`config.mk`:
```
export PLATFORM = sky130hd
export DESIGN_NAME = bfc_frame_state
export DESIGN_NICKNAME = d
export VERILOG_FILES = /design/src/rtl/core/bfc_pkg.sv /design/src/rtl/core/bfc_frame_state.sv
export SDC_FILE = /design/constraint.sdc
export NUM_CORES = 1
export LEC_CHECK = 0
export BUFFER_PORTS_ARGS = -buffer_cell sky130_fd_sc_hd__buf_2
export CAP_MARGIN = 10
export CORE_MARGIN = 4
export CORE_UTILIZATION = 60
export CTS_CLUSTER_SIZE = 16
export DETAILED_ROUTE_END_ITERATION = 6
export PLACE_DENSITY = 0.81
export SETUP_SLACK_MARGIN = 0.15
export SLEW_MARGIN = 20
export SYNTH_ARGS = -nofsm -noshare
export SYNTH_HDL_FRONTEND = slang
export SYNTH_SLANG_ARGS = --single-unit
```
`constraint.sdc`:
```
create_clock -name i_clk -period 5.73 [get_ports i_clk]
set_input_delay 0.2865 -clock i_clk [delete_from_list [all_inputs] [get_ports i_clk]]
set_output_delay 0.2865 -clock i_clk [all_outputs]
set_load 0.02 [all_outputs]
```
`src/rtl/core/bfc_pkg.sv`:
```
`timescale 1ns / 1ps

package bfc_pkg;

    localparam int unsigned COUNT_W    = 17;
    localparam int unsigned HEADER_LEN = 14;
    localparam int unsigned KIND_COUNT = 6;
    localparam logic [31:0] CRC_POLY   = 32'hEDB88320;
    localparam logic [31:0] CRC_INIT   = 32'hFFFFFFFF;

    typedef enum logic [2:0] {
        ST_OK          = 3'd0,
        ST_TRUNCATED   = 3'd1,
        ST_BAD_MAGIC   = 3'd2,
        ST_BAD_VERSION = 3'd3,
        ST_BAD_KIND    = 3'd4,
        ST_BAD_CRC     = 3'd5,
        ST_BAD_LENGTH  = 3'd6
    } t_status;

    typedef enum logic [0:0] {
        CFG_FRAME_MAGIC    = 1'b0,
        CFG_SCHEMA_VERSION = 1'b1
    } t_cfg_idx;

    typedef struct packed {
        logic [7:0] data_byte;
        logic       last_byte;
        logic [2:0] expected_kind;
    } t_item;

    typedef struct packed {
        t_status     status;
        logic [2:0]  blob_kind;
        logic [15:0] payload_length;
        logic [31:0] stored_crc;
    } t_verdict;

    // reflected crc-32, one byte
    function automatic logic [31:0] crc32_byte(input logic [31:0] crc, input logic [7:0] b);
        logic [31:0] c;
        c = crc ^ {24'd0, b};
        for (int i = 0; i < 8; i++) begin
            c = c[0] ? ((c >> 1) ^ CRC_POLY) : (c >> 1);
        end
        return c;
    endfunction

endpackage

```
`src/rtl/core/bfc_frame_state.sv`:
```
`timescale 1ns / 1ps

module bfc_frame_state (
    input  logic              i_clk,
    input  logic              i_rst_n,
    input  logic              i_fire,
    input  bfc_pkg::t_item    i_item,
    input  logic [31:0]       i_frame_magic,
    input  logic [15:0]       i_schema_version,
    output bfc_pkg::t_verdict o_verdict
);

    localparam int unsigned CW = bfc_pkg::COUNT_W;
    localparam logic [CW-1:0] COUNT_MAX = {CW{1'b1}};
    localparam logic [CW-1:0] HDR_LEN   = CW'(bfc_pkg::HEADER_LEN);
    localparam logic [7:0]    KIND_LIM  = 8'(bfc_pkg::KIND_COUNT);

    typedef bfc_pkg::t_status t_status_l;

    logic [CW-1:0] r_byte_count, n_byte_count;
    logic [31:0]   r_hdr_magic, n_hdr_magic;
    logic [15:0]   r_hdr_version, n_hdr_version;
    logic [7:0]    r_hdr_kind, n_hdr_kind;
    logic [15:0]   r_hdr_length, n_hdr_length;
    logic [31:0]   r_hdr_crc, n_hdr_crc;
    logic [31:0]   r_running_crc, n_running_crc;

    logic [CW-1:0] idx;
    logic [1:0]    crc_lane;
    logic [CW-1:0] need;
    t_status_l     status;

    assign idx      = r_byte_count;
    assign crc_lane = idx[1:0] - 2'd2;

    // capture the current byte and count it
    always_comb begin
        n_hdr_magic   = r_hdr_magic;
        n_hdr_version = r_hdr_version;
        n_hdr_kind    = r_hdr_kind;
        n_hdr_length  = r_hdr_length;
        n_hdr_crc     = r_hdr_crc;
        n_running_crc = r_running_crc;
        if (idx < CW'(4)) begin
            n_hdr_magic[8*idx[1:0] +: 8] = i_item.data_byte;
        end else if (idx < CW'(6)) begin
            n_hdr_version[8*idx[0] +: 8] = i_item.data_byte;
        end else if (idx == CW'(6)) begin
            n_hdr_kind = i_item.data_byte;
        end else if (idx == CW'(7)) begin
            // reserved byte
        end else if (idx < CW'(10)) begin
            n_hdr_length[8*idx[0] +: 8] = i_item.data_byte;
        end else if (idx < HDR_LEN) begin
            n_hdr_crc[8*crc_lane +: 8] = i_item.data_byte;
        end else begin
            n_running_crc = bfc_pkg::crc32_byte(r_running_crc, i_item.data_byte);
        end
        n_byte_count = (r_byte_count == COUNT_MAX) ? r_byte_count : r_byte_count + CW'(1);
    end

    assign need = HDR_LEN + CW'(n_hdr_length);

    always_comb begin
        if (n_byte_count < HDR_LEN) begin
            status = bfc_pkg::ST_TRUNCATED;
        end else if (n_hdr_magic != i_frame_magic) begin
            status = bfc_pkg::ST_BAD_MAGIC;
        end else if (n_hdr_version != i_schema_version) begin
            status = bfc_pkg::ST_BAD_VERSION;
        end else if (n_hdr_kind == 8'd0 || n_hdr_kind >= KIND_LIM) begin
            status = bfc_pkg::ST_BAD_KIND;
        end else if (n_byte_count < need) begin
            status = bfc_pkg::ST_TRUNCATED;
        end else if (n_byte_count > need) begin
            status = bfc_pkg::ST_BAD_LENGTH;
        end else if (~n_running_crc != n_hdr_crc) begin
            status = bfc_pkg::ST_BAD_CRC;
        end else if (i_item.expected_kind != 3'd0
                     && {5'd0, i_item.expected_kind} != n_hdr_kind) begin
            status = bfc_pkg::ST_BAD_KIND;
        end else begin
            status = bfc_pkg::ST_OK;
        end
    end

    always_comb begin
        o_verdict.status = status;
        if (status == bfc_pkg::ST_OK) begin
            o_verdict.blob_kind      = n_hdr_kind[2:0];
            o_verdict.payload_length = n_hdr_length;
            o_verdict.stored_crc     = n_hdr_crc;
        end else begin
            o_verdict.blob_kind      = 3'd0;
            o_verdict.payload_length = 16'd0;
            o_verdict.stored_crc     = 32'd0;
        end
    end

    // the last byte re-arms for the next blob
    always_ff @(posedge i_clk) begin
        if (!i_rst_n || (i_fire && i_item.last_byte)) begin
            r_byte_count  <= '0;
            r_hdr_magic   <= '0;
            r_hdr_version <= '0;
            r_hdr_kind    <= '0;
            r_hdr_length  <= '0;
            r_hdr_crc     <= '0;
            r_running_crc <= bfc_pkg::CRC_INIT;
        end else if (i_fire) begin
            r_byte_count  <= n_byte_count;
            r_hdr_magic   <= n_hdr_magic;
            r_hdr_version <= n_hdr_version;
            r_hdr_kind    <= n_hdr_kind;
            r_hdr_length  <= n_hdr_length;
            r_hdr_crc     <= n_hdr_crc;
            r_running_crc <= n_running_crc;
        end
    end

endmodule

```
; After elaboration in Yosys (flattened, before gate mapping)
; Cells that the tools add are included.
[totals]
in_bits = 63
out_inout_bits = 54
elab_cells = 97
reg_bits = 153
[classes]
n_bitwise = 10
eq_ne = 7
mux = 45
add_sub_neg = 6
n_reduce_logical = 8
magnitude_cmp = 8
n_shift = 6
[op_table]
columns = cell, count
row1 = two-way mux 32 bit, 21
row2 = two-way mux 16 bit, 7
row3 = inverter 13 -> 14 bit, 8
row4 = negator 5 -> 34 bit, 2
row5 = variable shift 8 x 34 -> 32 bit (first input constant), 2
row6 = variable part select 8 x 34 -> 32 bit, 2
row7 = bitwise mux 32 bit, 2
row8 = inequality test 32 bit, 2
row9 = < comparator 17 x 4 -> 1 bit (second input constant), 3
row10 = two-way mux 51 bit, 1
row11 = equality test 17 x 3 -> 1 bit (second input constant), 2
row12 = < comparator 17 x 3 -> 1 bit (second input constant), 2
row13 = negator 4 -> 34 bit, 1
row14 = variable shift 8 x 34 -> 16 bit (first input constant), 1
row15 = variable part select 8 x 34 -> 16 bit, 1
row16 = bitwise mux 16 bit, 2
row17 = inverter 32 bit, 1
row18 = XOR 32 x 8 -> 32 bit, 1
row19 = two-way mux 3 bit, 8
row20 = two-way mux 8 bit, 3
row21 = adder 17 x 1 -> 17 bit (second input constant), 1
row22 = adder 4 x 16 -> 17 bit (first input constant), 1
row23 = equality test 17 bit (second input constant), 1
row24 = greater-than comparator 17 bit, 1
row25 = 12 further kinds, 14

; Depth between registers and ports, before layout
; Gate-level depths: netlist of run 1.
[depth]
depth_word = 34
mapped_depth = 23
depth_no_buf = 19

; Worst setup path before layout of run 1
; OpenSTA, ideal clock, no wires.
[synth_timing]
kind = flip-flop to output port
startpoint = register r_byte_count[9], in the netlist idx[9]
endpoint = output o_verdict[37] in the netlist's numbering
slack_ps = 292
path_buffers = 2
t_required_ps = 5444
arrival_ps = 5152
path_stages_with_launch = 21
cell_sequence = dfxtp_1 buf_4 nor4_4 and3_1 nand3b_1 nor3b_2 clkbuf_1 mux2i_1 ha_1 a211oi_1 nand2_1 a21o_1 a21oi_1 xor2_1 ha_1 nand4_1 nor4_1 nand4_1 a21oi_1 nand4_4 nor3_1
[synth_lines]
columns = item, line
row1 = start: declaration, bfc_frame_state.sv:20  ; logic [CW-1:0] r_byte_count, n_byte_count;
row2 = start signal: assignment, bfc_frame_state.sv:111  ; r_byte_count <= n_byte_count;
row3 = end: declaration, bfc_frame_state.sv:10  ; output bfc_pkg::t_verdict o_verdict

==> summary.md, run 1 <==
| Metric | Value |
|---|---|
| Status | `complete, but fails checks` |
| Failing checks | `DRC, setup timing` |
| Drt total wl | `42200 microns` |
| Full die area | `22200 sq um` |
| CP Depth | `21` |
| Simple-Gate Fraction of Synth Area | `28.3%` |
| Max VDD drop | `216 uV` |
| Post-Synth XOR/XNOR Area | `14.2%` |
| Hold Path Class | `in -> reg` |
| Syn avg cell area | `7.85 sq um` |
| I/O pin cnt | `117` |
| CP cell instances | `nor4_4, and3_4, nand3b_1, nor3b_4, buf_4, mux2_4, or3_4, a21o_1, a21o_1, a21o_1, ha_4, nand4_1, nor4_2, nand4_1, buf_4, nor2_4, nand4bb_4, buf_12, buf_6, nor3_2, buf_4` |
| Post-layout min period | `5.84 ns` |
| Placement Cell Area | `12700 sq um` |
| Area of the multi-input gates | `8520 sq um` |
| CTS sink count | `153` |
| Final worst-path setup slack | `-0.108 ns` |
| GRT Resource Usage Total | `32.8%` |
| Layout cells sized above 1 | `20.4%` |
| Worst path arrival time | `5.55 ns` |
| Area contributors post-synth | `dfxtp_1, mux2i_1, xnor2_1` |
| Reg2Reg Depth | `8` |
| Slew headroom | `42.6%` |
| Async SR Flop Fraction | `0%` |
| First-pass GRT wire length | `57900 microns` |
| GRT Residual Overflow | `0` |
| Antenna violations before repair | `0` |
| Worst-Skew Late Latency | `0.44 ns` |
| Vias in the first global route | `10709` |
| Unique masters post-synth | `78` |
| Cell Area, Synth | `11900 sq um` |
| Die Y | `149 microns` |
| Cell leakage power | `0.00558 uW` |
| CTS max path bufs | `2` |
| Clk_skew | `0.00665 ns` |
| Crit path max-delay family | `simple AND/OR/NAND/NOR gates` |
| Die X | `149 microns` |
| Reg area | `3070 sq um` |
| Final layout net count | `1714` |
| Final setup violation count | `33` |
| Area of the core | `19500 sq um` |
| Syn Inst Count | `1522` |
| Adder-Cell Fraction of Synth Area | `2.51%` |
| WL per Instance | `22.2 microns` |
| Fillers | `1417` |
| Yosys warnings | `0` |
| Startpoint class of the critical path | `register` |
| Largest net degree at the start of global routing | `72` |
| Combinational family with the most area after synthesis | `simple AND/OR/NAND/NOR gates` |
| Cell Rows | `51` |
| Synth top area share | `25.6%` |
| Finished Cell Area | `14300 sq um` |
| Worst path required time | `5.44 ns` |
| Power Density | `193 nW/um^2` |
| EDFF count, synth | `0` |
| Num CTS Buffers | `17` |
| PortBufs | `116` |
| Critical path class | `reg -> out` |
| Hold Path Cell Cnt | `3` |
| Critical Path Fanout Max | `6` |
| CTS tree | `yes` |
| Antenna cell count | `0` |
| Hpwl dp | `26300 microns` |
| Utilization of the core after routing | `73.2%` |
| Clock root buffer master | `clkbuf_16` |
| Mux cell area share after synthesis | `8.51%` |
| Fmax | `0.171 GHz` |
| RSZ-0062 raised after global routing | `true` |
| Via count | `12537` |
| Post-synthesis sequential area ratio | `25.6%` |
| Slew @ Worst Pin | `0.837 ns` |
| # DRC | `1` |
| Via density per instance | `6.58` |
| Synthesized flop and latch total | `153` |
| Initial DRC count | `1671` |
| Crit-path max cell delay | `0.38 ns` |
| Tot Pwr | `2760 uW` |
| Worst path bufs/invs | `5` |
| Max-Cap Viols | `0` |
| Reg clk slew, reported paths | `0.06 ns` |
| DR pass1 iterations | `7` |
| Setup crit end kind | `output pin` |
| Layout area overhead | `19.6%` |
| Compound-Gate Fraction of Synth Area | `15.1%` |
| H-tree Lvls | `4` |
| Final ANT Viol Nets | `0` |
| Worst path slowest cell | `or3_4` |
| Syn nets | `1609` |
| Dominant synthesized flop cell | `dfxtp_1` |
| Fin. Hold Viols | `0` |
| Global placement routability congestion | `0.998` |
| Post-synth top area cell | `dfxtp_1` |
| Starting density of the core | `61.2%` |
| Pins Over Slew Limit | `0` |
| Final period utilization | `102%` |
through the flow:
stage          cells  TNS [ns]  setup WS [ns]  hold slack (ns)
2_1_floorplan   1522         0          0.292            0.426
3_3_place_gp    1840         0          0.364            0.437
3_5_place_dp    1840         0          0.204            0.444
4_1_cts         1877         0          0.210            0.207
5_1_grt         1905     -6.23         -0.190            0.232
6_report        1905    -0.817         -0.108            0.216
worst reg2reg max path, delay by kind of cell, from the launching register on:
kind	cells	cell delay, ns
simple gates	5	2.35
buf+inv	2	0.60
compound gates	1	0.12
flops	1	0.37
layer usage:
layer	global-route usage, %	up-vias	part of all wire [%]
li1	-	5574	-
met1	43.4	5790	37
met2	52.2	929	45
met3	6.05	244	12
met4	14.6	0	7.2
met5	0	-	0
what timing repair did:
| action | in CTS | in global routing |
|---|---|---|
| endpoints found under the setup margin | 53 | 53 |
| cloned | 0 | 9 |
| hold buffers | 0 | 0 |
| setup buffers | 5 | 19 |
| resized for setup | 14 | 139 |
| pin swaps | 4 | 15 |
cells in the final DEF, fill, tap and decap left out, types with 29 or more instances in the layout:
master	count
nand2_1	167
nor2_1	152
dfxtp_1	147
a21oi_1	114
xnor2_1	108
mux2i_1	95
buf_4	84
nand3_1	69
xor2_1	66
buf_2	66
o21ai_0	44
nor3_1	43
inv_1	35
nor3_4	33
buf_6	29
registers in the layout, summed over array words and instances, names as in the netlist:
name           count
r_running_crc     32
r_hdr_length      16
r_hdr_kind         8
r_hdr_version     16
r_hdr_magic       32
idx               17
r_hdr_crc         32
synthesized netlist by cell type (8+ instances only):
cell type    n
nand2_1    169
nor3_1      44
buf_2       11
a21oi_1    116
a21o_1      11
buf_6       14
nor4_1      12
xnor2_1    108
dfxtp_1    153
nor3_2      53
clkbuf_1    69
ha_1        24
o211ai_1    11
o22ai_1     11
o21ai_0     44
and2_1      15
xor2_1      66
a211oi_1    24
nor2b_1     10
a22oi_1      8
inv_1       35
nand3_1     69
mux2i_1     97
nand4_1     27
nor2_1     153
nand2b_1    17
or3_1       15
path summary, 6_finish.rpt:
check	startpoint	to	slack, ns
worst min register to register	r_hdr_kind[3]	r_hdr_kind[3]	0.45
worst max register to register	idx[11]	r_running_crc[26]	2.22
worst min-delay path	i_item[4]	r_hdr_length[8]	0.22
worst max-delay path	idx[11]	o_verdict[36]	-0.11
report_power, final:
part           switching, uW  internal, uW
Combinational            334           175
Clock                    499           670
Sequential              10.8          1070
logic make-up (layout without fill, tap and decap cells):
logic type | after synthesis | count (layout)
buffers and inverters | 145 | 263
AOI/OAI and AO/OA | 285 | 285
DFF | 153 | 153
xor gates and xnor gates | 182 | 182
and+or+nand+nor | 632 | 632
muxes | 101 | 101
adders and majority gates | 24 | 24
cell type report:
type                       instances  area share [%]
clock buffer                      20            3.20
multi-input combinational       1224            59.7
timing repair buffer             194            11.4
clock inverter                    12           0.964
inverter                          37           0.972
tap                              265            2.32
sequential                       153            21.5
Note: power is estimated with default switching activity, not from simulation.
==> inputs of run 2 (changes only) <==
==> constraint.sdc (replaced) <==
create_clock -name i_clk -period 5.73 [get_ports i_clk]
set_input_delay 0.573 -clock i_clk [delete_from_list [all_inputs] [get_ports i_clk]]
set_output_delay 0.573 -clock i_clk [all_outputs]
set_load 0.02 [all_outputs]
==> summary.md, run 2 (same netlist as run 1, synthesis figures left out) <==
| Metric | Value |
|---|---|
| Clock root buffer master | `clkbuf_16` |
| Final ANT Viol Nets | `0 (unchanged)` |
| Largest net degree at the start of global routing | `93 (+29%)` |
| Starting density of the core | `61.2% (unchanged)` |
| Pins Over Slew Limit | `0 (unchanged)` |
| Setup crit end kind | `output pin` |
| Fin. Hold Viols | `0 (unchanged)` |
| CP cell instances | `nand2_1, nor2_1, o21ai_0, or2_2, nor3_1, a31oi_1, or3_4, a21o_1, a21o_1, xnor2_1, ha_1, nand4_1, nor4_2, nand4_1, buf_4, a21oi_4, nand4_4, buf_6, clkbuf_16, nor3_2, buf_4` |
| RSZ-0062 raised after global routing | `true` |
| Worst-Skew Late Latency | `0.45 ns (about the same)` |
| Utilization of the core after routing | `74.9% (+1.7 points)` |
| Worst path required time | `5.16 ns (-0.28 ns)` |
| I/O pin cnt | `117 (unchanged)` |
| Most frequent cells in the layout | `nand2_1, nor2_1, dfxtp_1, a21oi_1, xnor2_1` |
| Global placement routability congestion | `0.961 (-3.7%)` |
| Clk_skew | `0.00966 ns (+0.00302 ns)` |
| Worst path slowest cell | `dfxtp_1` |
| Worst path arrival time | `6.40 ns (+0.85 ns)` |
| Cell Rows | `51 (unchanged)` |
| Tot Pwr | `2780 uW (+0.67%)` |
| Max-Cap Viols | `0 (unchanged)` |
| Hpwl dp | `27100 microns (+2.9%)` |
| Cell leakage power | `0.00591 uW (+5.9%)` |
| Startpoint class of the critical path | `register` |
| DR pass1 iterations | `7 (unchanged)` |
| Layout area overhead | `22.4%` |
| CTS max path bufs | `2 (unchanged)` |
| M1 GR Usage | `45.6% (+2.2 points)` |
| Die X | `149 microns (unchanged)` |
| H-tree Lvls | `4 (unchanged)` |
| Top flop regs | `r_hdr_crc (32), r_hdr_magic (32), r_running_crc (32)` |
| Reg clk slew, reported paths | `0.07 ns (about the same)` |
| Status | `complete, but fails checks` |
| Max VDD drop | `196 uV (-9.2%)` |
| Num CTS Buffers | `17 (unchanged)` |
| Vias in the first global route | `11988 (+12%)` |
| WL per Instance | `24.7 microns (+11%)` |
| PortBufs | `116 (unchanged)` |
| Critical Path Fanout Max | `21 (+15)` |
| Slew headroom | `20.9% (-22 points)` |
| Full die area | `22200 sq um (unchanged)` |
| Hold Path Class | `reg -> reg` |
| Final layout net count | `1724 (+0.58%)` |
| Hold WS | `0.448 ns (+0.232 ns)` |
| Layout cells sized above 1 | `21.2% (+0.72 points)` |
| Met3 usage | `8.81% (+2.8 points)` |
| Fmax | `0.143 GHz (-16%)` |
| Via count | `13359 (+6.6%)` |
| Post-layout min period | `6.97 ns (+1.14 ns)` |
| Antenna violations before repair | `2 (+2)` |
| Initial DRC count | `2471 (+48%)` |
| Fillers | `1264 (-11%)` |
| Slew @ Worst Pin | `1.15 ns (+0.316 ns)` |
| Pre-CTS setup slack | `-0.0977 ns (-0.302 ns)` |
| # DRC | `29 (+28)` |
| Final setup violation count | `54 (+64%)` |
| Critical path class | `reg -> out` |
| Crit-path max cell delay | `0.66 ns (+0.28 ns)` |
| Layer with the highest usage | `met2` |
| Commonest non-fill, non-tap cell in the layout | `nand2_1` |
| Via density per instance | `6.97 (+5.9%)` |
| GRT Residual Overflow | `0 (unchanged)` |
| GRT Resource Usage Total | `36.5% (+3.7 points)` |
| Final period utilization | `122% (+20 points)` |
| Power Density | `190 nW/um^2 (-1.6%)` |
| Area of the core | `19500 sq um (unchanged)` |
| CTS tree | `yes` |
| First-pass GRT wire length | `64500 microns (+11%)` |
| Failing checks | `DRC, setup timing` |
| Die Y | `149 microns (unchanged)` |
| M2 GR Usage | `56.4% (+4.3 points)` |
| CTS sink count | `153 (unchanged)` |
| Drt total wl | `47300 microns (+12%)` |
| Final worst-path setup slack | `-1.24 ns (-1.14 ns)` |
-- run 2: cell types whose count changed in the layout (fill, tap and decap cells not counted), moves of 3 or more --
cell / previous run / this run
nor3_2: 25 / 13
buf_16: 1 / 7
nor3_4: 33 / 47
clkinvlp_4: 2 / 5
buf_6: 29 / 45
buf_2: 66 / 62
buf_4: 84 / 78
-- run 2: cell type report --
class	count	area [sq um]	share of cell area, %
clock buffer	19	453	3.10
sequential	153	3070	21.0
timing repair buffer	204	1870	12.8
antenna	1	2.50	0.0171
multi-input combinational	1224	8610	58.9
inverter	37	139	0.950
tap	265	332	2.27
clock inverter	13	143	0.976
-- run 2: report_power, final --
part | switching, uW | internal, uW | leakage, uW | total, uW
clock network | 502 | 667 | 0.000278 | 1170
logic | 355 | 172 | 0.00439 | 527
registers | 10.6 | 1070 | 0.00124 | 1080
-- run 2: final timing paths --
kind | to | slack, ns | from | cells after the start
hold / removal | r_hdr_kind[5] | 0.45 | r_hdr_kind[5] | 2
setup / recovery | o_verdict[39] | -1.24 | idx[1] | 21
setup reg to reg | r_running_crc[9] | 2.25 | idx[16] | 10
hold reg to reg | r_hdr_kind[5] | 0.45 | r_hdr_kind[5] | 2
-- run 2: what timing repair did --
action | in CTS | in global routing
buffers inserted | 20 | 7
cloned | 6 | 7
gates resized for setup | 106 | 84
pin swaps | 25 | 42
hold buffers | 0 | 0
endpoints found under the setup margin | 54 | 54
-- run 2: routing by layer --
metal	routed length [microns]	part of all wire, %
met3	6820	14
met4	4190	8.9
met5	13	0.027
met2	20100	42
met1	16200	34
-- run 2: worst max-delay path, delay by kind of cell, from the launching register on --
| family | cells | cell delay, ns |
|---|---|---|
| flops | 1 | 0.66 |
| fa+ha+maj | 1 | 0.36 |
| xor+xnor | 1 | 0.14 |
| buf+inv | 4 | 0.76 |
| compound gates | 5 | 1.06 |
| simple gates | 10 | 2.95 |
-- run 2: per-stage QoR --
stage	cell area, sq um	instances	setup TNS, ns
4_1_cts	14000	1901	0
2_1_floorplan	12000	1522	0
3_3_place_gp	12700	1843	0
3_5_place_dp	12700	1843	-1.18
5_1_grt	14600	1916	-62.85
6_report	14600	1916	-61.86
